File: config.mk
export PLATFORM = sky130hd
export DESIGN_NAME = qai_sqrt
export DESIGN_NICKNAME = d
export VERILOG_FILES = /design/src/qai_pkg.sv /design/src/qai_sqrt.sv
export SDC_FILE = /design/constraint.sdc
export NUM_CORES = 1
export LEC_CHECK = 0
export ABC_CLOCK_PERIOD_IN_PS = 8600
export BUFFER_PORTS_ARGS = -buffer_cell sky130_fd_sc_hd__buf_2
export CORE_MARGIN = 1.5
export CORE_UTILIZATION = 35
export DETAILED_ROUTE_END_ITERATION = 10
export PLACE_DENSITY = 0.62
export SETUP_SLACK_MARGIN = 0.02
export SLEW_MARGIN = 15
export SYNTH_ARGS = -nofsm -noshare
export SYNTH_HDL_FRONTEND = slang
export SYNTH_SLANG_ARGS = --single-unit
File: constraint.sdc
create_clock -name clk -period 8.6 [get_ports clk]
set_input_delay 1.29 -clock clk [delete_from_list [all_inputs] [get_ports clk]]
set_output_delay 1.29 -clock clk [all_outputs]
set_load 0.02 [all_outputs]
File: src/qai_pkg.sv
package qai_pkg;

  // Fixed-point formats
  localparam int QUAT_FRAC_BITS = 30;
  localparam int RATE_FRAC_BITS = 20;
  // Step is in 1/256 ms units, rates in rad/s: delta = d * step / (1000 * 1024)
  localparam int DT_DIVISOR     = 1024000;

  // Port field widths
  localparam int DATA_W    = 32;
  localparam int STEP_W    = 16;
  localparam int CFG_IDX_W = 8;

  // Configuration register indexes
  localparam logic [CFG_IDX_W-1:0] REG_INIT_QW = CFG_IDX_W'(0);
  localparam logic [CFG_IDX_W-1:0] REG_INIT_QX = CFG_IDX_W'(1);
  localparam logic [CFG_IDX_W-1:0] REG_INIT_QY = CFG_IDX_W'(2);
  localparam logic [CFG_IDX_W-1:0] REG_INIT_QZ = CFG_IDX_W'(3);

  // Serial multiplier: wide parallel multiplicand, serial multiplier bits
  localparam int MA_W = 48;
  localparam int MB_W = 33;
  localparam int MP_W = MA_W + MB_W;

  // Datapath widths
  localparam int ACC_W = 66;
  localparam int ROW_W = 40;
  localparam int QN_W  = 45;
  localparam int MAG_W = 44;
  localparam int ENT_W = QUAT_FRAC_BITS + 3;

  // Serial divider and square root
  localparam int DIV_N_W    = 64;
  localparam int DIV_D_W    = 33;
  localparam int SQ_RAD_W   = 64;
  localparam int SQ_ROOT_W  = 32;
  localparam int SQ_REM_W   = SQ_ROOT_W + 4;

  // Status of a multi-cycle arithmetic unit
  typedef struct packed {
    logic busy;
    logic done;
  } unit_stat_t;

  // One product of the kinematic sums: rate index, quaternion index, sign
  typedef struct packed {
    logic [1:0] wi;
    logic [1:0] qi;
    logic       neg;
  } kin_term_t;

  // One rotation matrix entry: 2 * (q[i1]q[j1] +/- q[i2]q[j2]) - diag * 1.0
  typedef struct packed {
    logic [1:0] i1;
    logic [1:0] j1;
    logic [1:0] i2;
    logic [1:0] j2;
    logic       neg2;
    logic       diag;
  } rot_entry_t;

  function automatic kin_term_t kin_term(input logic [1:0] k, input logic [1:0] j);
    kin_term_t t;
    t = '0;
    case ({k, j})
      4'h0: t = '{wi: 2'd0, qi: 2'd1, neg: 1'b1};
      4'h1: t = '{wi: 2'd1, qi: 2'd2, neg: 1'b1};
      4'h2: t = '{wi: 2'd2, qi: 2'd3, neg: 1'b1};
      4'h4: t = '{wi: 2'd0, qi: 2'd0, neg: 1'b0};
      4'h5: t = '{wi: 2'd2, qi: 2'd2, neg: 1'b0};
      4'h6: t = '{wi: 2'd1, qi: 2'd3, neg: 1'b1};
      4'h8: t = '{wi: 2'd1, qi: 2'd0, neg: 1'b0};
      4'h9: t = '{wi: 2'd2, qi: 2'd1, neg: 1'b1};
      4'hA: t = '{wi: 2'd0, qi: 2'd3, neg: 1'b0};
      4'hC: t = '{wi: 2'd2, qi: 2'd0, neg: 1'b0};
      4'hD: t = '{wi: 2'd1, qi: 2'd1, neg: 1'b0};
      4'hE: t = '{wi: 2'd0, qi: 2'd2, neg: 1'b1};
      default: t = '0;
    endcase
    return t;
  endfunction

  function automatic rot_entry_t rot_entry(input logic [3:0] e);
    rot_entry_t r;
    r = '0;
    case (e)
      4'd0: r = '{i1: 2'd0, j1: 2'd0, i2: 2'd1, j2: 2'd1, neg2: 1'b0, diag: 1'b1};
      4'd1: r = '{i1: 2'd1, j1: 2'd2, i2: 2'd0, j2: 2'd3, neg2: 1'b1, diag: 1'b0};
      4'd2: r = '{i1: 2'd1, j1: 2'd3, i2: 2'd0, j2: 2'd2, neg2: 1'b0, diag: 1'b0};
      4'd3: r = '{i1: 2'd1, j1: 2'd2, i2: 2'd0, j2: 2'd3, neg2: 1'b0, diag: 1'b0};
      4'd4: r = '{i1: 2'd0, j1: 2'd0, i2: 2'd2, j2: 2'd2, neg2: 1'b0, diag: 1'b1};
      4'd5: r = '{i1: 2'd2, j1: 2'd3, i2: 2'd0, j2: 2'd1, neg2: 1'b1, diag: 1'b0};
      4'd6: r = '{i1: 2'd1, j1: 2'd3, i2: 2'd0, j2: 2'd2, neg2: 1'b1, diag: 1'b0};
      4'd7: r = '{i1: 2'd2, j1: 2'd3, i2: 2'd0, j2: 2'd1, neg2: 1'b0, diag: 1'b0};
      4'd8: r = '{i1: 2'd0, j1: 2'd0, i2: 2'd3, j2: 2'd3, neg2: 1'b0, diag: 1'b1};
      default: r = '0;
    endcase
    return r;
  endfunction

endpackage

File: src/qai_sqrt.sv
module qai_sqrt import qai_pkg::*; (
  input  logic                 clk,
  input  logic                 rst,
  input  logic                 start,
  input  logic [SQ_RAD_W-1:0]  rad,
  output unit_stat_t           st,
  output logic [SQ_ROOT_W-1:0] root
);

  localparam int CNT_W = $clog2(SQ_ROOT_W);

  logic [SQ_RAD_W-1:0]  rs;
  logic [SQ_REM_W-1:0]  rem;
  logic [SQ_ROOT_W-1:0] rt;
  logic [CNT_W-1:0]     cnt;
  logic [SQ_REM_W-1:0]  rem_sh;
  logic [SQ_REM_W-1:0]  trial;
  logic                 ge;

  assign rem_sh = {rem[SQ_REM_W-3:0], rs[SQ_RAD_W-1 -: 2]};
  assign trial  = SQ_REM_W'({rt, 2'b01});
  assign ge     = (rem_sh >= trial);

  // Digit-by-digit floor square root, two radicand bits per cycle
  always_ff @(posedge clk) begin
    if (rst) begin
      st <= '0;
    end else begin
      st.done <= 1'b0;
      if (start) begin
        rs      <= rad;
        rem     <= '0;
        rt      <= '0;
        cnt     <= '0;
        st.busy <= 1'b1;
      end else if (st.busy) begin
        rem <= ge ? rem_sh - trial : rem_sh;
        rt  <= {rt[SQ_ROOT_W-2:0], ge};
        rs  <= {rs[SQ_RAD_W-3:0], 2'b00};
        cnt <= cnt + 1'b1;
        if (cnt == CNT_W'(SQ_ROOT_W - 1)) begin
          st.busy <= 1'b0;
          st.done <= 1'b1;
        end
      end
    end
  end

  assign root = rt;

endmodule

# Word level (Yosys, flattened, before mapping)
# Cells that the tools add are included.
# word_totals
register_bits	137
elab_cells	24
output_inout_bits	34
inputBits	67
# op_classes
mux	9
n_bitwise	2
n_eq_ne	1
reduce_logical	3
order_cmp	1
addsub	2
# ops
operator	n
$mux W64	2
$mux W34	2
$ge A36 B34 Y1	1
$sub A34 B34 Y34	1
$mux W32	1
$add A5 B1 Y5 const B	1
$eq A5 B5 Y1 const B	1
$mux W5	1
$mux W2	2
$reduce_or A3 Y1	1
$not A1 Y1	2
$reduce_and A2 Y1	1
$reduce_bool A2 Y1	1
$mux W1	1

# Depth between registers and ports, before layout
# logic_depth
ltp_word	4
ltp_mapped	13
mapped_depth_nobuf	10

# Least setup slack after synthesis
# No wires, ideal clock.
# synth_timing
path_type	input-to-reg
from	input port start
to	register cnt[0], enable pin
setup_ns	0.631
arrival_ns	7.673
path_stages	5
slack_ns	0.297
t_required_ns	7.969
n_path_buf	3
cell_sequence	clkbuf_1 buf_2 clkbuf_1 nor2_1 nor2_1
# synth_via
elab_chain_len	2
# synth_lines
item	line_no	rtl
start: declaration	qai_sqrt.sv:4	input logic start,
$reduce_bool A2 Y1 (no line)	-	
$reduce_and A2 Y1 (no line)	-	
end signal: assignment	qai_sqrt.sv:40	cnt <= cnt + 1'b1;
end: declaration	qai_sqrt.sv:15	logic [CNT_W-1:0] cnt;
# No other way between the ends.
# A chain may end at the register's enable or synchronous reset.

# Worst setup path in the final report
# layout_timing
from	register rt[0], in the netlist root[0]
to	register rem[29], data pin
# layout_via
elab_chain_len	3
word_cells_on_any_way	4
cone_classes	add/sub (1); order compare (1); mux (2)
# layout_lines
item	line_no	rtl
start: declaration	qai_sqrt.sv:14	logic [SQ_ROOT_W-1:0] rt;
start signal: assignment	qai_sqrt.sv:38	rt <= {rt[SQ_ROOT_W-2:0], ge};
$sub A34 B34 Y34 or $ge A36 B34 Y1 (tied branches)	qai_sqrt.sv:37, qai_sqrt.sv:22	
$mux W34 *	qai_sqrt.sv:37	rem <= ge ? rem_sh - trial : rem_sh;
$mux W34 *	qai_sqrt.sv:36	end else if (st.busy) begin
end signal: assignment	qai_sqrt.sv:37	
end: declaration	qai_sqrt.sv:13	logic [SQ_REM_W-1:0] rem;
# Every way passes the cells marked *; elsewhere a longest branch is shown, timed or not. The select of a mux whose other input is x is not followed.

==> results.yml <==
detailed_routing:
  first_pass_iters: 5
  initialDrtViolationCount: 326
  drc: 0
  routed_wirelength_um: 16400
  avgRoutedWirePerCell_um: 15.5
  via_count: 5336
  vias_per_cell: 5.03
  ant_nets: 0
critical_path:
  end_kind: "register"
  crit_type: "register to register"
  regToRegSetupSlack_ns: 5.11
  cpPeakStageDelay_ns: 0.51
  crit_fanout: 21
  cpMaxStageDelayCell: "o41ai_2"
  worstPathArrival_ns: 3.67
  cp.required_ns: 8.78
  setup.worst_path.start_class: "register"
  path_cells: "inv_1, ha_1, nand2b_1, a211oi_1, o41ai_2, o21ai_1, nand3_1, and2_1, buf_4, nor2_1, a21o_1"
sta:
  relSlewSlack: 0.416
  timing.final.crit_share: 0.406
  slew_violations: 0
  grt_setup_unrepaired: "no"
  setup_viol: 0
  setup_tns_ns: 0
  hold_viol: 0
  timing.fmax_mhz: 287
  skew_ns: 0.0142
  worstMarginPinSlew_ns: 0.877
  post-route-min-period_ns: 3.49
cells_and_area:
  layout.nets: 873
  syn2layout_area_growth_pct: 18.6
  mostFrequentLayoutCells: "135 x edfxtp_1, 99 x buf_2, 66 x nor2_1"
  drive_above_1_share: 0.263
  layout_commonest_cell: "edfxtp_1"
  stdcell_count: 1060
die:
  rows: 53
  start_util: 0.360
  core_um2: 21200
  die_h_um: 150
  die_area_um2: 22600
  ios: 101
  chipWidth_um: 150
yosys:
  synthFlopType: "edfxtp_1"
  async_flop_share: 0
  yosys_warnings: 0
  ys_seq_elements: 137
  yosysSeqAreaShare: 0.538
  yosysTopAreaCell: "edfxtp_1"
  syn_area_um2: 7610
  synth_top_area_frac: 0.533
  syn_area_per_cell_um2: 11.2
  postSynthNetCount: 780
  syn-instance-count: 677
  synth_cell_types: 55
  synth_edf_count: 135
  ys_top_cells_by_area: "edfxtp_1 53%, mux2_2 9.2%, ha_1 5.9%"
clocking:
  cts_hold_buffers: 0
  cts_tree: "yes"
  clkTransAtPathRegs_ns: 0.06
  cts_buffers: 17
  clk_latency_ns: 0.43
  cts-root-buf: "clkbuf_16"
  cts_buffer_depth: 2
  ctsResizeCount: 0
  cts_num_sinks: 137
  postCtsSetupRepairBufs: 0
  htree_num_levels: 4
global_route:
  gr-usage-met2: 0.238
  overflow: 0
  use_met3: 0.0670
  grt_first_pass_wirelength_um: 27000
  busiest_layer: "met2"
  grt_pass1_vias: 5347
  met1_usage: 0.194
  grt_max_degree: 70
  antenna_found_initial: 4
  grt_usage: 0.154
power_and_ir_drop:
  p_per_area_nw_per_um2: 229
  power.leakage_nw: 3.63
  ir_drop_mv: 0.161
place:
  place_inst: 1026
  port_buffers: 100
  place.gp.congestion: 0.792
  dp_hpwl_um: 11400
flow_run:
  cap_violations: 0
run_status:
  status: "finished clean"
worst_hold_path:
  hold_class: "register to register"
[worst paths after layout]
| check | startpoint | end | depth (start not counted) |
|---|---|---|---|
| max reg2reg | root[0] | rem[29] | 11 |
| max | root[0] | rem[29] | 11 |
| min reg2reg | rs[48] | rs[50] | 1 |
| min | rs[48] | rs[50] | 1 |
[per-stage QoR]
stage | setup slack [ns] | instance area (um2) | hold slack [ns] | util | total power [W]
after floorplan | 0.297 | 7610 | 0.525 | - | 0.00118
after global placement | 4.68 | 8370 | 0.527 | 0.396 | 0.00128
after detailed placement | 4.68 | 8370 | 0.533 | 0.396 | 0.00128
after CTS | 5.08 | 9010 | 0.550 | 0.426 | 0.00208
after global routing | 4.80 | 9010 | 0.557 | 0.426 | 0.00217
final | 5.11 | 9020 | 0.546 | 0.426 | 0.00207
[flip-flops by register name, indices dropped and copies added (netlist names)]
name	flops
root	32
cnt	5
st	2
rem	34
rs	64
[layer usage]
layer | up-vias | share of wire
met4 | 0 | 0.0098
met1 | 2531 | 0.46
li1 | 2667 | -
met3 | 9 | 0.084
met2 | 129 | 0.45
met5 | - | 0
[cells by family after synthesis]
| logic type | count (synthesis) | share of synthesized area |
|---|---|---|
| adders and majority gates | 36 | 0.0592 |
| AOI/OAI and AO/OA | 135 | 0.116 |
| and+or+nand+nor | 208 | 0.127 |
| xor gates and xnor gates | 27 | 0.0311 |
| DFF | 137 | 0.538 |
| muxes | 62 | 0.0918 |
| buffers and inverters | 72 | 0.0365 |
[where the power goes]
group	internal [W]	switching (W)
clock	0.000492	0.000305
sequential	0.000807	0.0000225
combinational	0.000180	0.000259
total	0.00148	0.000586
[Yosys cell counts, drive strengths merged (2+ instances only)]
master	count
edfxtp	135
nor2	67
nand2	65
mux2	62
a21oi	54
inv	41
ha	36
clkbuf	23
o21ai	23
xnor2	19
a21o	17
nand3	16
a211oi	11
and3	10
nand4	10
nor3	10
buf	8
o21a	8
xor2	8
and2	5
nand2b	5
nor2b	5
or4	5
o21bai	4
o211ai	3
dfxtp	2
nand3b	2
nor4	2
o41ai	2
[worst max-delay path, delay by kind of cell, from the launching register on]
| kind | cells | cell delay (ns) |
|---|---|---|
| adders and majority gates | 1 | 0.28 |
| DFF | 1 | 0.40 |
| AOI/OAI and AO/OA | 4 | 1.16 |
| buffers and inverters | 2 | 0.46 |
| and+or+nand+nor | 4 | 0.94 |
[area by class of cell]
type	instances	area, um2
diodes	3	7.51
well taps	275	344
inverters	41	154
flip-flops and latches	137	4090
clock buffers	17	425
multi-input cells	468	3240
clock inverters	14	210
fillers	2037	12100
repair buffers	105	541
Power figures use the tool's default switching activity.
