[config.mk]
export PLATFORM = sky130hd
export DESIGN_NAME = qai_div
export DESIGN_NICKNAME = d
export VERILOG_FILES = /design/src/qai_pkg.sv /design/src/qai_div.sv
export SDC_FILE = /design/constraint.sdc
export NUM_CORES = 1
export LEC_CHECK = 0
export ABC_CLOCK_PERIOD_IN_PS = 9600
export BUFFER_PORTS_ARGS = -buffer_cell sky130_fd_sc_hd__buf_2
export CORE_MARGIN = 1
export CORE_UTILIZATION = 59
export CTS_BUF_LIST = sky130_fd_sc_hd__clkbuf_16
export CTS_CLUSTER_SIZE = 8
export DETAILED_ROUTE_END_ITERATION = 7
export PLACE_DENSITY = 0.95
export SYNTH_ARGS = -nofsm -noshare
export SYNTH_HDL_FRONTEND = slang
export SYNTH_SLANG_ARGS = --single-unit
[constraint.sdc]
create_clock -name clk -period 9.6 [get_ports clk]
set_input_delay 0.96 -clock clk [delete_from_list [all_inputs] [get_ports clk]]
set_output_delay 0.96 -clock clk [all_outputs]
set_load 0.02 [all_outputs]
[src/qai_pkg.sv]
package qai_pkg;

  // Fixed-point formats
  localparam int QUAT_FRAC_BITS = 30;
  localparam int RATE_FRAC_BITS = 20;
  // Step is in 1/256 ms units, rates in rad/s: delta = d * step / (1000 * 1024)
  localparam int DT_DIVISOR     = 1024000;

  // Port field widths
  localparam int DATA_W    = 32;
  localparam int STEP_W    = 16;
  localparam int CFG_IDX_W = 8;

  // Configuration register indexes
  localparam logic [CFG_IDX_W-1:0] REG_INIT_QW = CFG_IDX_W'(0);
  localparam logic [CFG_IDX_W-1:0] REG_INIT_QX = CFG_IDX_W'(1);
  localparam logic [CFG_IDX_W-1:0] REG_INIT_QY = CFG_IDX_W'(2);
  localparam logic [CFG_IDX_W-1:0] REG_INIT_QZ = CFG_IDX_W'(3);

  // Serial multiplier: wide parallel multiplicand, serial multiplier bits
  localparam int MA_W = 48;
  localparam int MB_W = 33;
  localparam int MP_W = MA_W + MB_W;

  // Datapath widths
  localparam int ACC_W = 66;
  localparam int ROW_W = 40;
  localparam int QN_W  = 45;
  localparam int MAG_W = 44;
  localparam int ENT_W = QUAT_FRAC_BITS + 3;

  // Serial divider and square root
  localparam int DIV_N_W    = 64;
  localparam int DIV_D_W    = 33;
  localparam int SQ_RAD_W   = 64;
  localparam int SQ_ROOT_W  = 32;
  localparam int SQ_REM_W   = SQ_ROOT_W + 4;

  // Status of a multi-cycle arithmetic unit
  typedef struct packed {
    logic busy;
    logic done;
  } unit_stat_t;

  // One product of the kinematic sums: rate index, quaternion index, sign
  typedef struct packed {
    logic [1:0] wi;
    logic [1:0] qi;
    logic       neg;
  } kin_term_t;

  // One rotation matrix entry: 2 * (q[i1]q[j1] +/- q[i2]q[j2]) - diag * 1.0
  typedef struct packed {
    logic [1:0] i1;
    logic [1:0] j1;
    logic [1:0] i2;
    logic [1:0] j2;
    logic       neg2;
    logic       diag;
  } rot_entry_t;

  function automatic kin_term_t kin_term(input logic [1:0] k, input logic [1:0] j);
    kin_term_t t;
    t = '0;
    case ({k, j})
      4'h0: t = '{wi: 2'd0, qi: 2'd1, neg: 1'b1};
      4'h1: t = '{wi: 2'd1, qi: 2'd2, neg: 1'b1};
      4'h2: t = '{wi: 2'd2, qi: 2'd3, neg: 1'b1};
      4'h4: t = '{wi: 2'd0, qi: 2'd0, neg: 1'b0};
      4'h5: t = '{wi: 2'd2, qi: 2'd2, neg: 1'b0};
      4'h6: t = '{wi: 2'd1, qi: 2'd3, neg: 1'b1};
      4'h8: t = '{wi: 2'd1, qi: 2'd0, neg: 1'b0};
      4'h9: t = '{wi: 2'd2, qi: 2'd1, neg: 1'b1};
      4'hA: t = '{wi: 2'd0, qi: 2'd3, neg: 1'b0};
      4'hC: t = '{wi: 2'd2, qi: 2'd0, neg: 1'b0};
      4'hD: t = '{wi: 2'd1, qi: 2'd1, neg: 1'b0};
      4'hE: t = '{wi: 2'd0, qi: 2'd2, neg: 1'b1};
      default: t = '0;
    endcase
    return t;
  endfunction

  function automatic rot_entry_t rot_entry(input logic [3:0] e);
    rot_entry_t r;
    r = '0;
    case (e)
      4'd0: r = '{i1: 2'd0, j1: 2'd0, i2: 2'd1, j2: 2'd1, neg2: 1'b0, diag: 1'b1};
      4'd1: r = '{i1: 2'd1, j1: 2'd2, i2: 2'd0, j2: 2'd3, neg2: 1'b1, diag: 1'b0};
      4'd2: r = '{i1: 2'd1, j1: 2'd3, i2: 2'd0, j2: 2'd2, neg2: 1'b0, diag: 1'b0};
      4'd3: r = '{i1: 2'd1, j1: 2'd2, i2: 2'd0, j2: 2'd3, neg2: 1'b0, diag: 1'b0};
      4'd4: r = '{i1: 2'd0, j1: 2'd0, i2: 2'd2, j2: 2'd2, neg2: 1'b0, diag: 1'b1};
      4'd5: r = '{i1: 2'd2, j1: 2'd3, i2: 2'd0, j2: 2'd1, neg2: 1'b1, diag: 1'b0};
      4'd6: r = '{i1: 2'd1, j1: 2'd3, i2: 2'd0, j2: 2'd2, neg2: 1'b1, diag: 1'b0};
      4'd7: r = '{i1: 2'd2, j1: 2'd3, i2: 2'd0, j2: 2'd1, neg2: 1'b0, diag: 1'b0};
      4'd8: r = '{i1: 2'd0, j1: 2'd0, i2: 2'd3, j2: 2'd3, neg2: 1'b0, diag: 1'b1};
      default: r = '0;
    endcase
    return r;
  endfunction

endpackage

[src/qai_div.sv]
module qai_div import qai_pkg::*; (
  input  logic               clk,
  input  logic               rst,
  input  logic               start,
  input  logic [DIV_N_W-1:0] num,
  input  logic [DIV_D_W-1:0] den,
  output unit_stat_t         st,
  output logic [DIV_N_W-1:0] quot
);

  localparam int CNT_W = $clog2(DIV_N_W);

  logic [DIV_N_W-1:0] nq;
  logic [DIV_D_W-1:0] dv;
  logic [DIV_D_W-1:0] rem;
  logic [CNT_W-1:0]   cnt;
  logic [DIV_D_W:0]   rem_sh;
  logic               ge;

  assign rem_sh = {rem, nq[DIV_N_W-1]};
  assign ge     = (rem_sh >= {1'b0, dv});

  // Restoring division, one quotient bit per cycle
  always_ff @(posedge clk) begin
    if (rst) begin
      st <= '0;
    end else begin
      st.done <= 1'b0;
      if (start) begin
        nq      <= num;
        dv      <= den;
        rem     <= '0;
        cnt     <= '0;
        st.busy <= 1'b1;
      end else if (st.busy) begin
        rem <= ge ? DIV_D_W'(rem_sh - {1'b0, dv}) : DIV_D_W'(rem_sh);
        nq  <= {nq[DIV_N_W-2:0], ge};
        cnt <= cnt + 1'b1;
        if (cnt == CNT_W'(DIV_N_W - 1)) begin
          st.busy <= 1'b0;
          st.done <= 1'b1;
        end
      end
    end
  end

  assign quot = nq;

endmodule

# [Yosys cells after proc, flatten, opt, wreduce, memory -nomap -nowiden]
# Cells that the tools add are included.
[totals] reg_bits=138 inputBits=100 output_inout_bits=66 elab_cells=24
[op_classes] n_addsub=2 magnitude_cmp=1 eq_ne=1 n_mux=8 n_bitwise=2 reduce_logical=4
[op_table] operator="$mux 64" count=2
[op_table] operator="$mux 33" count=2
[op_table] operator="$ge 34x33->1" count=1
[op_table] operator="$sub 33x33->33" count=1
[op_table] operator="$add 6x1->6 const B" count=1
[op_table] operator="$eq 6x6->1 const B" count=1
[op_table] operator="$mux 6" count=1
[op_table] operator="$mux 2" count=2
[op_table] operator="$reduce_and 2->1" count=2
[op_table] operator="$reduce_or 3->1" count=1
[op_table] operator="$not 1->1" count=2
[op_table] operator="$reduce_bool 2->1" count=1
[op_table] operator="$mux 1" count=1

# [Longest topological paths before layout]
[depth] word_depth=4 mapped_depth=13 depth_no_buf=12

# [Worst setup path before layout]
# OpenSTA, ideal clock, no wires.
[synth_path] kind="input to register" from="input start" to="register cnt[0] (enable)" setup_time_ns=0.566 arrival_ns=6.163 required_ns=9.034 path_slack_ns=2.871 stages=5 path_buffers=3 cell_sequence="clkbuf_1 > clkbuf_1 > clkbuf_1 > nor2_1 > nor2_1"
[synth_between] elab_chain_cells=2
[synth_lines] element="start: declaration" line_no="qai_div.sv:4" source="input logic start,"
[synth_lines] element="$reduce_bool 2->1 (no line)"
[synth_lines] element="$reduce_and 2->1 (no line)"
[synth_lines] element="end signal: assignment" line_no="qai_div.sv:38" source="cnt <= cnt + 1'b1;"
[synth_lines] element="end: declaration" line_no="qai_div.sv:16" source="logic [CNT_W-1:0] cnt;"
# Every way passes these cells.
# A chain may end at the register's enable or synchronous reset.

# [Worst setup path after layout]
[layout_path] from="register nq[63] (netlist: quot[63])" to="register rem[19] (data pin)"
[layout_between] elab_chain_cells=3 word_cells_on_any_way=4 cone_classes="add/sub: 1; order compare: 1; mux: 2"
[layout_lines] element="start: declaration" line_no="qai_div.sv:13" source="logic [DIV_N_W-1:0] nq;"
[layout_lines] element="start signal: assignment" line_no="qai_div.sv:30" source="nq <= num;"
[layout_lines] element="start signal: assignment" line_no="qai_div.sv:37" source="nq <= {nq[DIV_N_W-2:0], ge};"
[layout_lines] element="$sub 33x33->33 / $ge 34x33->1 (equally long branches)" line_no="qai_div.sv:36, qai_div.sv:21"
[layout_lines] element="$mux 33 (*)" line_no="qai_div.sv:36" source="rem <= ge ? DIV_D_W'(rem_sh - {1'b0, dv}) : DIV_D_W'(rem_sh);"
[layout_lines] element="$mux 33 (*)" line_no="qai_div.sv:35" source="end else if (st.busy) begin"
[layout_lines] element="end signal: assignment" line_no="qai_div.sv:36"
[layout_lines] element="end: declaration" line_no="qai_div.sv:15" source="logic [DIV_D_W-1:0] rem;"
# Every way passes the cells marked *; elsewhere a longest branch is shown, timed or not. The select of a mux whose other input is x is not followed.

==> results_dict.tcl <==
set metrics [dict create \
    leakagePower_uw 0.00382 \
    clock_latency_ns 0.43 \
    io_pins 166 \
    path_buf_inv 2 \
    gp_congestion 0.887 \
    async_flop_share_pct 0 \
    ctsRootBufferMaster "clkbuf_16" \
    ys_seq_area_share_pct 54.4 \
    slew_viol_final 0 \
    yosys_most_used_dff "edfxtp_1" \
    hold_path_class "flop to flop" \
    critPathKind "flop to flop" \
    dr.pass1.iters 5 \
    rows 41 \
    multi_input_area_um2 3160 \
    io_buffers 165 \
    synth-edff-count 136 \
    clk_pin_slew_worst_paths_ns 0.06 \
    drt-wirelength-per-cell_um 19.4 \
    crit_cells 12 \
    cts.sinks 138 \
    timing.final.ws_setup_ns 5.93 \
    rsz0062_at_grt "no" \
    initial_core_util_pct 60.3 \
    critPathLaunchType "flop" \
    drt_wl_total_um 19400 \
    grt_antenna_before_repair 3 \
    postCtsSetupBuffers 0 \
    crit_required_ns 9.73 \
    fp.dieArea_um2 13300 \
    final_common_cell "buf_2" \
    crit_path_max_fanout 31 \
    yosys.area_share.adder_pct 5.88 \
    hold_buffers 0 \
    synth-seq-cells 138 \
    postSynthCellCount 658 \
    fin_crit_ns 3.67 \
    vias 5893 \
    status "completed" \
    cts_resized 0 \
    max_freq_ghz 0.273 \
    cap_violations 0 \
    syn_area_um2 7580 \
    ff2ff_path_depth 12 \
    syn2layout_area_growth_pct 20.0 \
    dieWidth_um 115 \
    max_slew_margin_pct 29.6 \
    clock_skew_ns 0.0105 \
    layout-drive-gt1-share_pct 32.7 \
    dpl_cell_area_um2 8510 \
    grt_usage_pct 30.5 \
    num-nets-final 948 \
    core_um2 12600 \
    synth_top_family_by_area "compound AO/OA/AOI/OAI gates" \
    synth-xor-area-share_pct 3.00 \
    grt_pass1_vias 5932 \
    clock_path_buffers 2 \
    cp_common_cell "inv_1" \
    cp-end-kind "flop" \
    numCtsBuffers 17 \
    layout_common_cells "buf_2 (164), edfxtp_1 (136), nand2_1 (69)" \
    critical_path.top_delay_family "compound AO/OA/AOI/OAI gates" \
    p_per_area_nw_per_um2 201 \
    pre_cts_ws_ns 6.01 \
    die_y_um 115 \
    crit_arrival_ns 3.80 \
    avgSynthCellArea_um2 11.5 \
    synth_compound_area_share_pct 12.5 \
    synthDistinctLibCells 52 \
    tightest_slew_ns 1.06 \
    ir_worst_vdd_mv 0.138 \
    overflow 0 \
    hpwl_um 12900 \
    cts_tree "built" \
    path_cells "inv_1 > ha_1 > inv_1 > fa_1 > a211oi_1 > o21ai_1 > nand4_1 > o211a_2 > a31o_1 > a21o_1 > or3b_1 > a21oi_1" \
    ys_warn_count 0 \
    synthMuxAreaShare_pct 9.64 \
    post-route-cell-area_um2 9100 \
    fillers 847 \
    crit_slowest_cell "a21o_1" \
    grt_first_pass_wirelength_um 30000 \
    via_per_inst 5.89 \
    min_path_cells 1 \
    final.setup.tns_ns 0 \
    hold_viol 0 \
    drtIter0Drc 588 \
    drc_errors 0 \
    synthSimpleGateAreaFrac_pct 10.5 \
    regArea_um2 4120 \
    cpPeakStageDelay_ns 0.83 \
    synthesis.nets 793 \
    setup_violations 0 \
    grt_start_max_net_pins 83 \
    htreeDepth 4 \
    post-route-period-util_pct 38.2 \
    drtAntennaViolNets 0 \
]
logic make-up after synthesis:
group / count (synthesis)
XOR/XNOR: 26
multiplexers: 65
adder cells (fa/ha/maj): 35
flip-flops: 138
AO/OA/AOI/OAI: 147
AND/OR/NAND/NOR: 171
buffers and inverters: 76
layer usage:
metal	global-route usage, %	routed length (µm)	up-vias
met5	0	0	-
met4	15.8	772	0
met3	9.44	1540	52
met2	52.1	9820	280
met1	34.5	7320	2801
li1	-	-	2760
layout make-up:
class | instances | share of cell area, %
flip-flops and latches | 138 | 45.3
multi-input cells | 444 | 34.7
repair buffers | 168 | 9.35
clock buffers | 17 | 4.68
well taps | 172 | 2.37
inverters | 44 | 1.82
clock inverters | 15 | 1.66
diodes | 3 | 0.0825
synth_stat cells, drive strengths merged, types with 2 or more instances:
master	instances	area, µm²
nand4	14	87.6
or3	3	18.8
ha	34	425
o21bai	8	60.1
dfxtp	2	40.0
nand2	69	259
nor3	4	25.0
o311ai	3	26.3
a211oi	10	75.1
nand3	20	100
nand2b	4	25.0
edfxtp	136	4080
o211ai	5	37.5
and3	9	56.3
o21ai	14	70.1
nor2	34	128
o31ai	2	15.0
a2111oi	2	25.0
nor4	2	12.5
o2111ai	3	26.3
and2	2	12.5
xnor2	19	166
a21o	23	173
buf	17	85.1
mux2	64	721
clkbuf	15	56.3
nor2b	4	25.0
or2	2	12.5
inv	43	161
a31oi	8	50.1
xor2	7	61.3
a21oi	60	312
o21a	3	22.5
sequential cells by signal (all words and copies together), names as in the netlist:
name / cells
st: 2
dv: 33
cnt: 6
quot: 64
rem: 33
report_power, final:
group	internal, µW	switching (µW)
clock network	383	274
registers	727	26.1
logic	166	252
worst paths after layout:
kind | startpoint | to | slack [ns]
worst max-delay path | quot[63]$_DFFE_PP_ | rem[19]$_SDFFCE_PP0P_ | 5.93
worst min-delay path | st[1]$_SDFF_PP0_ | st[0]$_SDFF_PP0_ | 0.55
worst max register to register | quot[63]$_DFFE_PP_ | rem[19]$_SDFFCE_PP0P_ | 5.93
worst min register to register | st[1]$_SDFF_PP0_ | st[0]$_SDFF_PP0_ | 0.55
metrics by stage:
stage	utilization, %	std cells	hold WS [ns]	total power [µW]
CTS	72.3	998	0.554	1830
global route	72.4	1001	0.568	1900
finish	72.4	1001	0.547	1830
global placement	67.7	966	0.524	1160
detailed placement	67.7	966	0.535	1170
floorplan	-	658	0.555	1070
worst reg2reg max path, stage by stage (launching register included):
cell      delay, ns
edfxtp_1       0.42
inv_1          0.09
ha_1           0.18
inv_1          0.06
fa_1           0.42
a211oi_1       0.32
o21ai_1        0.15
nand4_1        0.11
o211a_2        0.25
a31o_1         0.22
a21o_1         0.83
or3b_1         0.25
a21oi_1        0.06
Note: power is estimated with default switching activity, not from simulation.
