<file path="src/qai_pkg.sv">
package qai_pkg;

  // Fixed-point formats
  localparam int QUAT_FRAC_BITS = 30;
  localparam int RATE_FRAC_BITS = 20;
  // Step is in 1/256 ms units, rates in rad/s: delta = d * step / (1000 * 1024)
  localparam int DT_DIVISOR     = 1024000;

  // Port field widths
  localparam int DATA_W    = 32;
  localparam int STEP_W    = 16;
  localparam int CFG_IDX_W = 8;

  // Configuration register indexes
  localparam logic [CFG_IDX_W-1:0] REG_INIT_QW = CFG_IDX_W'(0);
  localparam logic [CFG_IDX_W-1:0] REG_INIT_QX = CFG_IDX_W'(1);
  localparam logic [CFG_IDX_W-1:0] REG_INIT_QY = CFG_IDX_W'(2);
  localparam logic [CFG_IDX_W-1:0] REG_INIT_QZ = CFG_IDX_W'(3);

  // Serial multiplier: wide parallel multiplicand, serial multiplier bits
  localparam int MA_W = 48;
  localparam int MB_W = 33;
  localparam int MP_W = MA_W + MB_W;

  // Datapath widths
  localparam int ACC_W = 66;
  localparam int ROW_W = 40;
  localparam int QN_W  = 45;
  localparam int MAG_W = 44;
  localparam int ENT_W = QUAT_FRAC_BITS + 3;

  // Serial divider and square root
  localparam int DIV_N_W    = 64;
  localparam int DIV_D_W    = 33;
  localparam int SQ_RAD_W   = 64;
  localparam int SQ_ROOT_W  = 32;
  localparam int SQ_REM_W   = SQ_ROOT_W + 4;

  // Status of a multi-cycle arithmetic unit
  typedef struct packed {
    logic busy;
    logic done;
  } unit_stat_t;

  // One product of the kinematic sums: rate index, quaternion index, sign
  typedef struct packed {
    logic [1:0] wi;
    logic [1:0] qi;
    logic       neg;
  } kin_term_t;

  // One rotation matrix entry: 2 * (q[i1]q[j1] +/- q[i2]q[j2]) - diag * 1.0
  typedef struct packed {
    logic [1:0] i1;
    logic [1:0] j1;
    logic [1:0] i2;
    logic [1:0] j2;
    logic       neg2;
    logic       diag;
  } rot_entry_t;

  function automatic kin_term_t kin_term(input logic [1:0] k, input logic [1:0] j);
    kin_term_t t;
    t = '0;
    case ({k, j})
      4'h0: t = '{wi: 2'd0, qi: 2'd1, neg: 1'b1};
      4'h1: t = '{wi: 2'd1, qi: 2'd2, neg: 1'b1};
      4'h2: t = '{wi: 2'd2, qi: 2'd3, neg: 1'b1};
      4'h4: t = '{wi: 2'd0, qi: 2'd0, neg: 1'b0};
      4'h5: t = '{wi: 2'd2, qi: 2'd2, neg: 1'b0};
      4'h6: t = '{wi: 2'd1, qi: 2'd3, neg: 1'b1};
      4'h8: t = '{wi: 2'd1, qi: 2'd0, neg: 1'b0};
      4'h9: t = '{wi: 2'd2, qi: 2'd1, neg: 1'b1};
      4'hA: t = '{wi: 2'd0, qi: 2'd3, neg: 1'b0};
      4'hC: t = '{wi: 2'd2, qi: 2'd0, neg: 1'b0};
      4'hD: t = '{wi: 2'd1, qi: 2'd1, neg: 1'b0};
      4'hE: t = '{wi: 2'd0, qi: 2'd2, neg: 1'b1};
      default: t = '0;
    endcase
    return t;
  endfunction

  function automatic rot_entry_t rot_entry(input logic [3:0] e);
    rot_entry_t r;
    r = '0;
    case (e)
      4'd0: r = '{i1: 2'd0, j1: 2'd0, i2: 2'd1, j2: 2'd1, neg2: 1'b0, diag: 1'b1};
      4'd1: r = '{i1: 2'd1, j1: 2'd2, i2: 2'd0, j2: 2'd3, neg2: 1'b1, diag: 1'b0};
      4'd2: r = '{i1: 2'd1, j1: 2'd3, i2: 2'd0, j2: 2'd2, neg2: 1'b0, diag: 1'b0};
      4'd3: r = '{i1: 2'd1, j1: 2'd2, i2: 2'd0, j2: 2'd3, neg2: 1'b0, diag: 1'b0};
      4'd4: r = '{i1: 2'd0, j1: 2'd0, i2: 2'd2, j2: 2'd2, neg2: 1'b0, diag: 1'b1};
      4'd5: r = '{i1: 2'd2, j1: 2'd3, i2: 2'd0, j2: 2'd1, neg2: 1'b1, diag: 1'b0};
      4'd6: r = '{i1: 2'd1, j1: 2'd3, i2: 2'd0, j2: 2'd2, neg2: 1'b1, diag: 1'b0};
      4'd7: r = '{i1: 2'd2, j1: 2'd3, i2: 2'd0, j2: 2'd1, neg2: 1'b0, diag: 1'b0};
      4'd8: r = '{i1: 2'd0, j1: 2'd0, i2: 2'd3, j2: 2'd3, neg2: 1'b0, diag: 1'b1};
      default: r = '0;
    endcase
    return r;
  endfunction

endpackage

</file>
<file path="src/qai_mul.sv">
module qai_mul import qai_pkg::*; (
  input  logic                   clk,
  input  logic                   rst,
  input  logic                   start,
  input  logic signed [MA_W-1:0] a,
  input  logic signed [MB_W-1:0] b,
  output unit_stat_t             st,
  output logic signed [MP_W-1:0] p
);

  localparam int CNT_W = $clog2(MB_W);

  logic signed [MA_W:0]   hi;
  logic        [MB_W-1:0] lo;
  logic signed [MA_W-1:0] mcand;
  logic        [CNT_W-1:0] cnt;
  logic signed [MA_W:0]   sum;
  logic                   last;

  // Last multiplier bit carries negative weight
  assign last = (cnt == CNT_W'(MB_W - 1));

  always_comb begin
    sum = hi;
    if (lo[0]) begin
      sum = last ? hi - (MA_W + 1)'(mcand) : hi + (MA_W + 1)'(mcand);
    end
  end

  // One multiplier bit per cycle, shift-add with arithmetic shift right
  always_ff @(posedge clk) begin
    if (rst) begin
      st <= '0;
    end else begin
      st.done <= 1'b0;
      if (start) begin
        mcand   <= a;
        hi      <= '0;
        lo      <= b;
        cnt     <= '0;
        st.busy <= 1'b1;
      end else if (st.busy) begin
        hi  <= {sum[MA_W], sum[MA_W:1]};
        lo  <= {sum[0], lo[MB_W-1:1]};
        cnt <= cnt + 1'b1;
        if (last) begin
          st.busy <= 1'b0;
          st.done <= 1'b1;
        end
      end
    end
  end

  assign p = {hi[MA_W-1:0], lo};

endmodule

</file>
<file path="config.mk">
export PLATFORM = sky130hd
export DESIGN_NAME = qai_mul
export DESIGN_NICKNAME = d
export VERILOG_FILES = /design/src/qai_pkg.sv /design/src/qai_mul.sv
export SDC_FILE = /design/constraint.sdc
export NUM_CORES = 1
export LEC_CHECK = 0
export ABC_AREA = 0
export BUFFER_PORTS_ARGS = -buffer_cell sky130_fd_sc_hd__buf_4
export CAP_MARGIN = 20
export CORE_AREA = 2 2 132 134
export DETAILED_ROUTE_END_ITERATION = 8
export DIE_AREA = 0 0 134 136
export HOLD_SLACK_MARGIN = 0.05
export MAX_ROUTING_LAYER = met4
export PLACE_DENSITY = 0.8
export SYNTH_ARGS = -nofsm -noshare
export SYNTH_HDL_FRONTEND = slang
export SYNTH_SLANG_ARGS = --single-unit
</file>
<file path="constraint.sdc">
create_clock -name clk -period 9.1 [get_ports clk]
set_clock_uncertainty 0.2 [all_clocks]
set_input_delay 0.91 -clock clk [delete_from_list [all_inputs] [get_ports clk]]
set_output_delay 0.91 -clock clk [all_outputs]
set_load 0.03 [all_outputs]
</file>
Yosys cells after proc, flatten, opt, wreduce, memory -nomap -nowiden
Index checks and enable logic that the tools add are counted.
{"block": "totals", "register_bits": 138, "latch_bits": 0, "ram_bits": 0, "mem_bits_ro": 0, "in_bits": 84, "out_inout_bits": 83, "elab_cells": 25, "mem_count": 0}
{"block": "op_classes", "n_addsub": 3, "n_mul": 0, "div": 0, "n_lt_le_gt_ge": 0, "eq_ne": 1, "shift": 0, "n_mux": 9, "n_bitwise": 2, "reduce_logical": 4}
{"op": "49-bit two-way mux", "count": 3}
{"op": "33-bit two-way mux", "count": 2}
{"op": "49-bit by 48-bit adder with 49-bit output", "count": 1}
{"op": "49-bit by 48-bit subtractor with 49-bit output", "count": 1}
{"op": "6-bit by 1-bit adder with 6-bit output, second input constant", "count": 1}
{"op": "6-bit == test, second input constant", "count": 1}
{"op": "6-bit two-way mux", "count": 1}
{"op": "2-bit two-way mux", "count": 2}
{"op": "2-bit AND reduction", "count": 2}
{"op": "3-bit OR reduction", "count": 1}
{"op": "1-bit inverter", "count": 2}
{"op": "2-bit nonzero test", "count": 1}
{"op": "1-bit two-way mux", "count": 1}

Depth between registers and ports, before layout
{"block": "depth", "word_depth": 5, "ltp_mapped": 21, "ltp_nobuf": 20}

Least setup slack after synthesis
No wires, ideal clock.
{"block": "synth_path", "kind": "input-to-reg", "startpoint": "in start", "endpoint": "reg cnt[0], enable pin", "setup_time_ns": 0.534, "arrival_ns": 5.120, "slack_ns": 3.246, "cell_stages": 4, "path_buffers": 2, "path_cell_list": "clkbuf_1 > clkbuf_1 > nor2_1 > nor2_1"}
{"block": "synth_via", "elab_chain_cells": 2}
{"item": "start, declared", "line_no": "qai_mul.sv:4", "rtl": "input logic start,"}
{"item": "2-bit nonzero test (no line)"}
{"item": "2-bit AND reduction (no line)"}
{"item": "end signal, assigned", "line_no": "qai_mul.sv:45", "rtl": "cnt <= cnt + 1'b1;"}
{"item": "end, declared", "line_no": "qai_mul.sv:16", "rtl": "logic [CNT_W-1:0] cnt;"}
No other way between the ends.
A chain may end at the register's enable or synchronous reset.

Worst setup path after layout
{"block": "layout_path", "startpoint": "reg mcand[11]", "endpoint": "reg hi[47], data pin"}
{"block": "layout_via", "elab_chain_cells": 4, "word_cells_on_any_way": 5}
{"item": "start, declared", "line_no": "qai_mul.sv:15", "rtl": "logic signed [MA_W-1:0] mcand;"}
{"item": "start signal, assigned", "line_no": "qai_mul.sv:37", "rtl": "mcand <= a;"}
{"item": "49-bit by 48-bit adder with 49-bit output or 49-bit by 48-bit subtractor with 49-bit output (tied branches)", "line_no": "qai_mul.sv:26", "rtl": "sum = last ? hi - (MA_W + 1)'(mcand) : hi + (MA_W + 1)'(mcand);"}
{"item": "49-bit two-way mux (*)", "line_no": "qai_mul.sv:26"}
{"item": "49-bit two-way mux (*)", "line_no": "qai_mul.sv:25", "rtl": "if (lo[0]) begin"}
{"item": "49-bit two-way mux (*)", "line_no": "qai_mul.sv:42", "rtl": "end else if (st.busy) begin"}
{"item": "end signal, assigned", "line_no": "qai_mul.sv:43", "rtl": "hi <= {sum[MA_W], sum[MA_W:1]};"}
{"item": "end, declared", "line_no": "qai_mul.sv:13", "rtl": "logic signed [MA_W:0] hi;"}
Every way passes the cells marked *; elsewhere a longest branch is shown, timed or not. The select of a mux whose other input is x is not followed.

==> impl_results.md <==
* Die area at 18,220 um2
* Async SR Flop Fraction at 0%
* Syn Std Cell Area at 9341 um2
* Ports placed on the boundary at 167
* Worst hold slack across all endpoints at 0.3279 ns
* Total number of placement rows at 48
* Area delta synth->final at 22.37%
* Clock transition time at the flip-flop clock pins of the worst setup and hold paths at 0.07 ns
* Most frequent cell on the critical path: nor3_1
* Post-CTS setup buffer count at 0
* Run status: completed
* Largest net degree at the start of global routing at 73
* Area share of the largest cell type after synthesis at 43.40%
* Total global routing track utilization at 29.21%
* Hold EP: st[0]
* CTS Hold Buffers Added at 0
* Initial Util at 55.35%
* Biggest fanout along the worst timing path at 9
* Die width at 134 um
* Detailed-route via count at 7,917
* Vias in the first global route at 7,727
* Average vias per placed instance at 6.109
* Largest area contributor in the netlist: edfxtp_1
* Data required, critical path at 9.07 ns
* Portion of the post-synthesis area used by sequential elements at 43.83%
* Cell internal pwr at 1.450 mW
* Post-route fraction of the period consumed by the critical path at 61.56%
* Setup violation total in the final timing report at 0
* Crit end category: register
* Worst Max-Slew Pin Slew at 0.9796 ns
* CTS root buffer: clkbuf_16
* Power share of the clock group at 34.7%
* Hold Crit Start: st[1]
* Non-filler cells in the finished layout at 1,296
* DRC errors left at 0
* Yosys warning total at 0
* Antenna-violating nets left at 0
* Fill cell count at 1,313
* Diodes inserted at 0
* Switching power total at 725.9 uW
* Worst path arrival time at 5.58 ns
* Total Nets Final at 1,194
* Post-Route Setup TNS at 0 ns
* Post-synthesis sequential element count at 137
* Cells along the critical path: or4_4 > or3_4 > nor3_4 > and3_2 > nand2_1 > nor3_1 > inv_1 > o21a_1 > xnor2_1 > ha_1 > and2_1 > a21oi_1 > o21ai_0 > a2111o_1 > nor3_1 > nor2_1 > o211ai_2 > mux2_4
* Mean instance size in the synthesized netlist at 10.27 um2
* Buffer and inverter count on the worst path at 1
* Post-layout power at 2.176 mW
* H-tree level count at 4
* Setup slack on the worst flop-to-flop path at 3.50 ns
* TritonCTS sink count at 137
* Dominant register cell in the synthesized netlist: edfxtp_1
* Combinational share of power at 28.4%
* Number of enable-type register cells in the synthesized netlist at 135
* Path class of the lowest-slack min-delay path: reg -> reg
* Delay of the slowest cell on the worst path at 0.56 ns
* Pins over their slew limit at 0
* Count of TritonRoute iterations in the first routing pass at 8
* IR Drop Worst-Case VDD at 0.1346 mV
* Number of maximum-capacitance violations at 0
* Count of endpoints failing hold in the final timing report at 0
* Half-perimeter wire length of the detailed placement result at 19,000 um
* Antenna violations before repair at 0
* Crit Path Class: reg -> reg
* Count of port buffers added during placement at 166
* Reg-to-reg startpoint: mcand[11]
* Flop pwr share at 36.8%
* Static Leakage at 4.755 nW
* CP Launch Type: register
* Latest clock arrival within the worst-skew pair at 0.43 ns
* Highest clock rate at 0.1785 GHz
* Number of instances on the worst hold path at 1
* Drt wl/cell at 19.91 um
* Most instantiated cells after synthesis: edfxtp_1 (135), nor2_1 (91), a21oi_1 (68)
* Fraction of power spent switching nets at 33.36%
* Worst reg2reg endpoint: hi[47]
* Layout cells sized above 1 at 24.84%
* Gate count of the mapped netlist at 910
* Vertical extent of the die at 136 um
* Global-route congestion overflow total at 0
* GP Congestion at 0.9976
* Worst relative slew slack at 33.84%
* Top cell family by delay on the critical path: simple AND/OR/NAND/NOR gates
* Placeable Area at 16,880 um2
* Violation count after the first detailed-routing iteration at 951
* Cell types occupying the most area after synthesis: edfxtp_1 (43%), ha_1 (6.8%), xor2_1 (4.2%)
* Resized Gates After CTS at 0
* Clock period minus final worst setup slack at 5.602 ns
* Placed cells at 1,263
* Unrepaired setup endpoints after global routing: no
* Most numerous cell in the Yosys netlist: edfxtp_1
* Global-route wire length before repair at 39,960 um
* CTS tree: done
* Power Density at 190.4 nW/um2
* Maximum clock path buffer count at 2
* Number of buffers added by the clock tree synthesis step at 17
* Worst reg-to-reg path cell count at 18
* Number of nets produced by synthesis at 1,046
* Slowest cell on the critical path: or4_4
* Number of distinct library cells after synthesis at 75
* Wire length reported by the detailed router at 25,800 um
==> how the worst max path moves through the flow <==
stage | cells past startpoint | startpoint | slack, ns | end
2_1_floorplan | 4 | start | 3.25 | cnt[0]
3_3_place_gp | 16 | mcand[3] | 3.68 | hi[47]
5_1_grt | 19 | mcand[11] | 3.17 | hi[47]
4_1_cts | 19 | mcand[11] | 3.58 | hi[47]
6_report | 18 | mcand[11] | 3.50 | hi[47]
3_5_place_dp | 16 | mcand[3] | 3.59 | hi[47]
==> metrics by stage <==
step / instance area [um2] / setup slack, ns / util (%)
6_report: 11430 / 3.498 / 67.73
5_1_grt: 11430 / 3.169 / 67.73
4_1_cts: 11400 / 3.578 / 67.57
3_5_place_dp: 10770 / 3.594 / 63.83
3_3_place_gp: 10750 / 3.684 / 63.72
2_1_floorplan: 9341 / 3.246 / -
==> routing by layer <==
layer / global-route usage, % / vias to the layer above / routed length [um]
met5: - / - / 0
met4: 7.210 / 0 / 418
met3: 5.556 / 46 / 1884
met2: 46.98 / 400 / 12210
met1: 38.45 / 3759 / 11290
li1: - / 3712 / -
==> layout make-up <==
| cell class | instances | area (um2) | area share, % |
|---|---|---|---|
| well taps | 225 | 281.5 | 2.463 |
| inverters | 28 | 105.1 | 0.9194 |
| clock inverters | 15 | 205.2 | 1.795 |
| multi-input cells | 702 | 4996 | 43.71 |
| flip-flops and latches | 137 | 4094 | 35.81 |
| clock buffers | 17 | 425.4 | 3.722 |
| repair buffers | 172 | 1324 | 11.58 |
==> flip-flops by register name (all words and copies together) (netlist names) <==
| register | cells |
|---|---|
| cnt | 6 |
| mcand | 48 |
| hi | 48 |
| lo | 33 |
| st | 2 |
==> power groups by stage <==
stage / clock (mW) / combinational (mW) / sequential (mW)
floorplan: 0 / 0.372 / 0.862
global placement: 0 / 0.599 / 0.813
detailed placement: 0 / 0.603 / 0.814
CTS: 0.760 / 0.610 / 0.801
global route: 0.786 / 0.673 / 0.807
finish: 0.756 / 0.618 / 0.802
==> cells by family (layout without fill, tap and decap cells) <==
| family | after synthesis | count (layout) | synth area share [%] |
|---|---|---|---|
| AND/OR/NAND/NOR | 275 | 275 | 15.10 |
| AO/OA/AOI/OAI | 225 | 225 | 15.75 |
| flip-flops | 137 | 137 | 43.83 |
| XOR/XNOR | 85 | 85 | 7.970 |
| buffers and inverters | 71 | 232 | 2.853 |
| multiplexers | 65 | 65 | 7.461 |
| adder cells (fa/ha/maj) | 52 | 52 | 7.045 |
==> cells in the final DEF, fill, tap and decap left out, types with 4 or more instances in the layout <==
cell	instances
o21bai_1	14
nor2_1	90
o211ai_1	4
nand4_1	13
a211o_1	4
a21o_1	26
nand3_1	18
xor2_1	45
o31ai_1	10
nand2b_1	5
nor2b_1	6
nand2_1	58
inv_1	28
a31oi_1	11
nor3_1	21
buf_4	170
a2111oi_0	4
a21oi_1	68
and2_1	4
and3_1	5
o21ai_0	42
mux2_2	33
mux2i_1	31
xnor2_1	40
nor4_1	5
nor3b_1	7
o21a_1	6
inv_6	6
clkbuf_16	17
edfxtp_1	135
a211oi_1	5
or3_1	13
ha_1	51
Note: power is estimated with default switching activity, not from simulation.
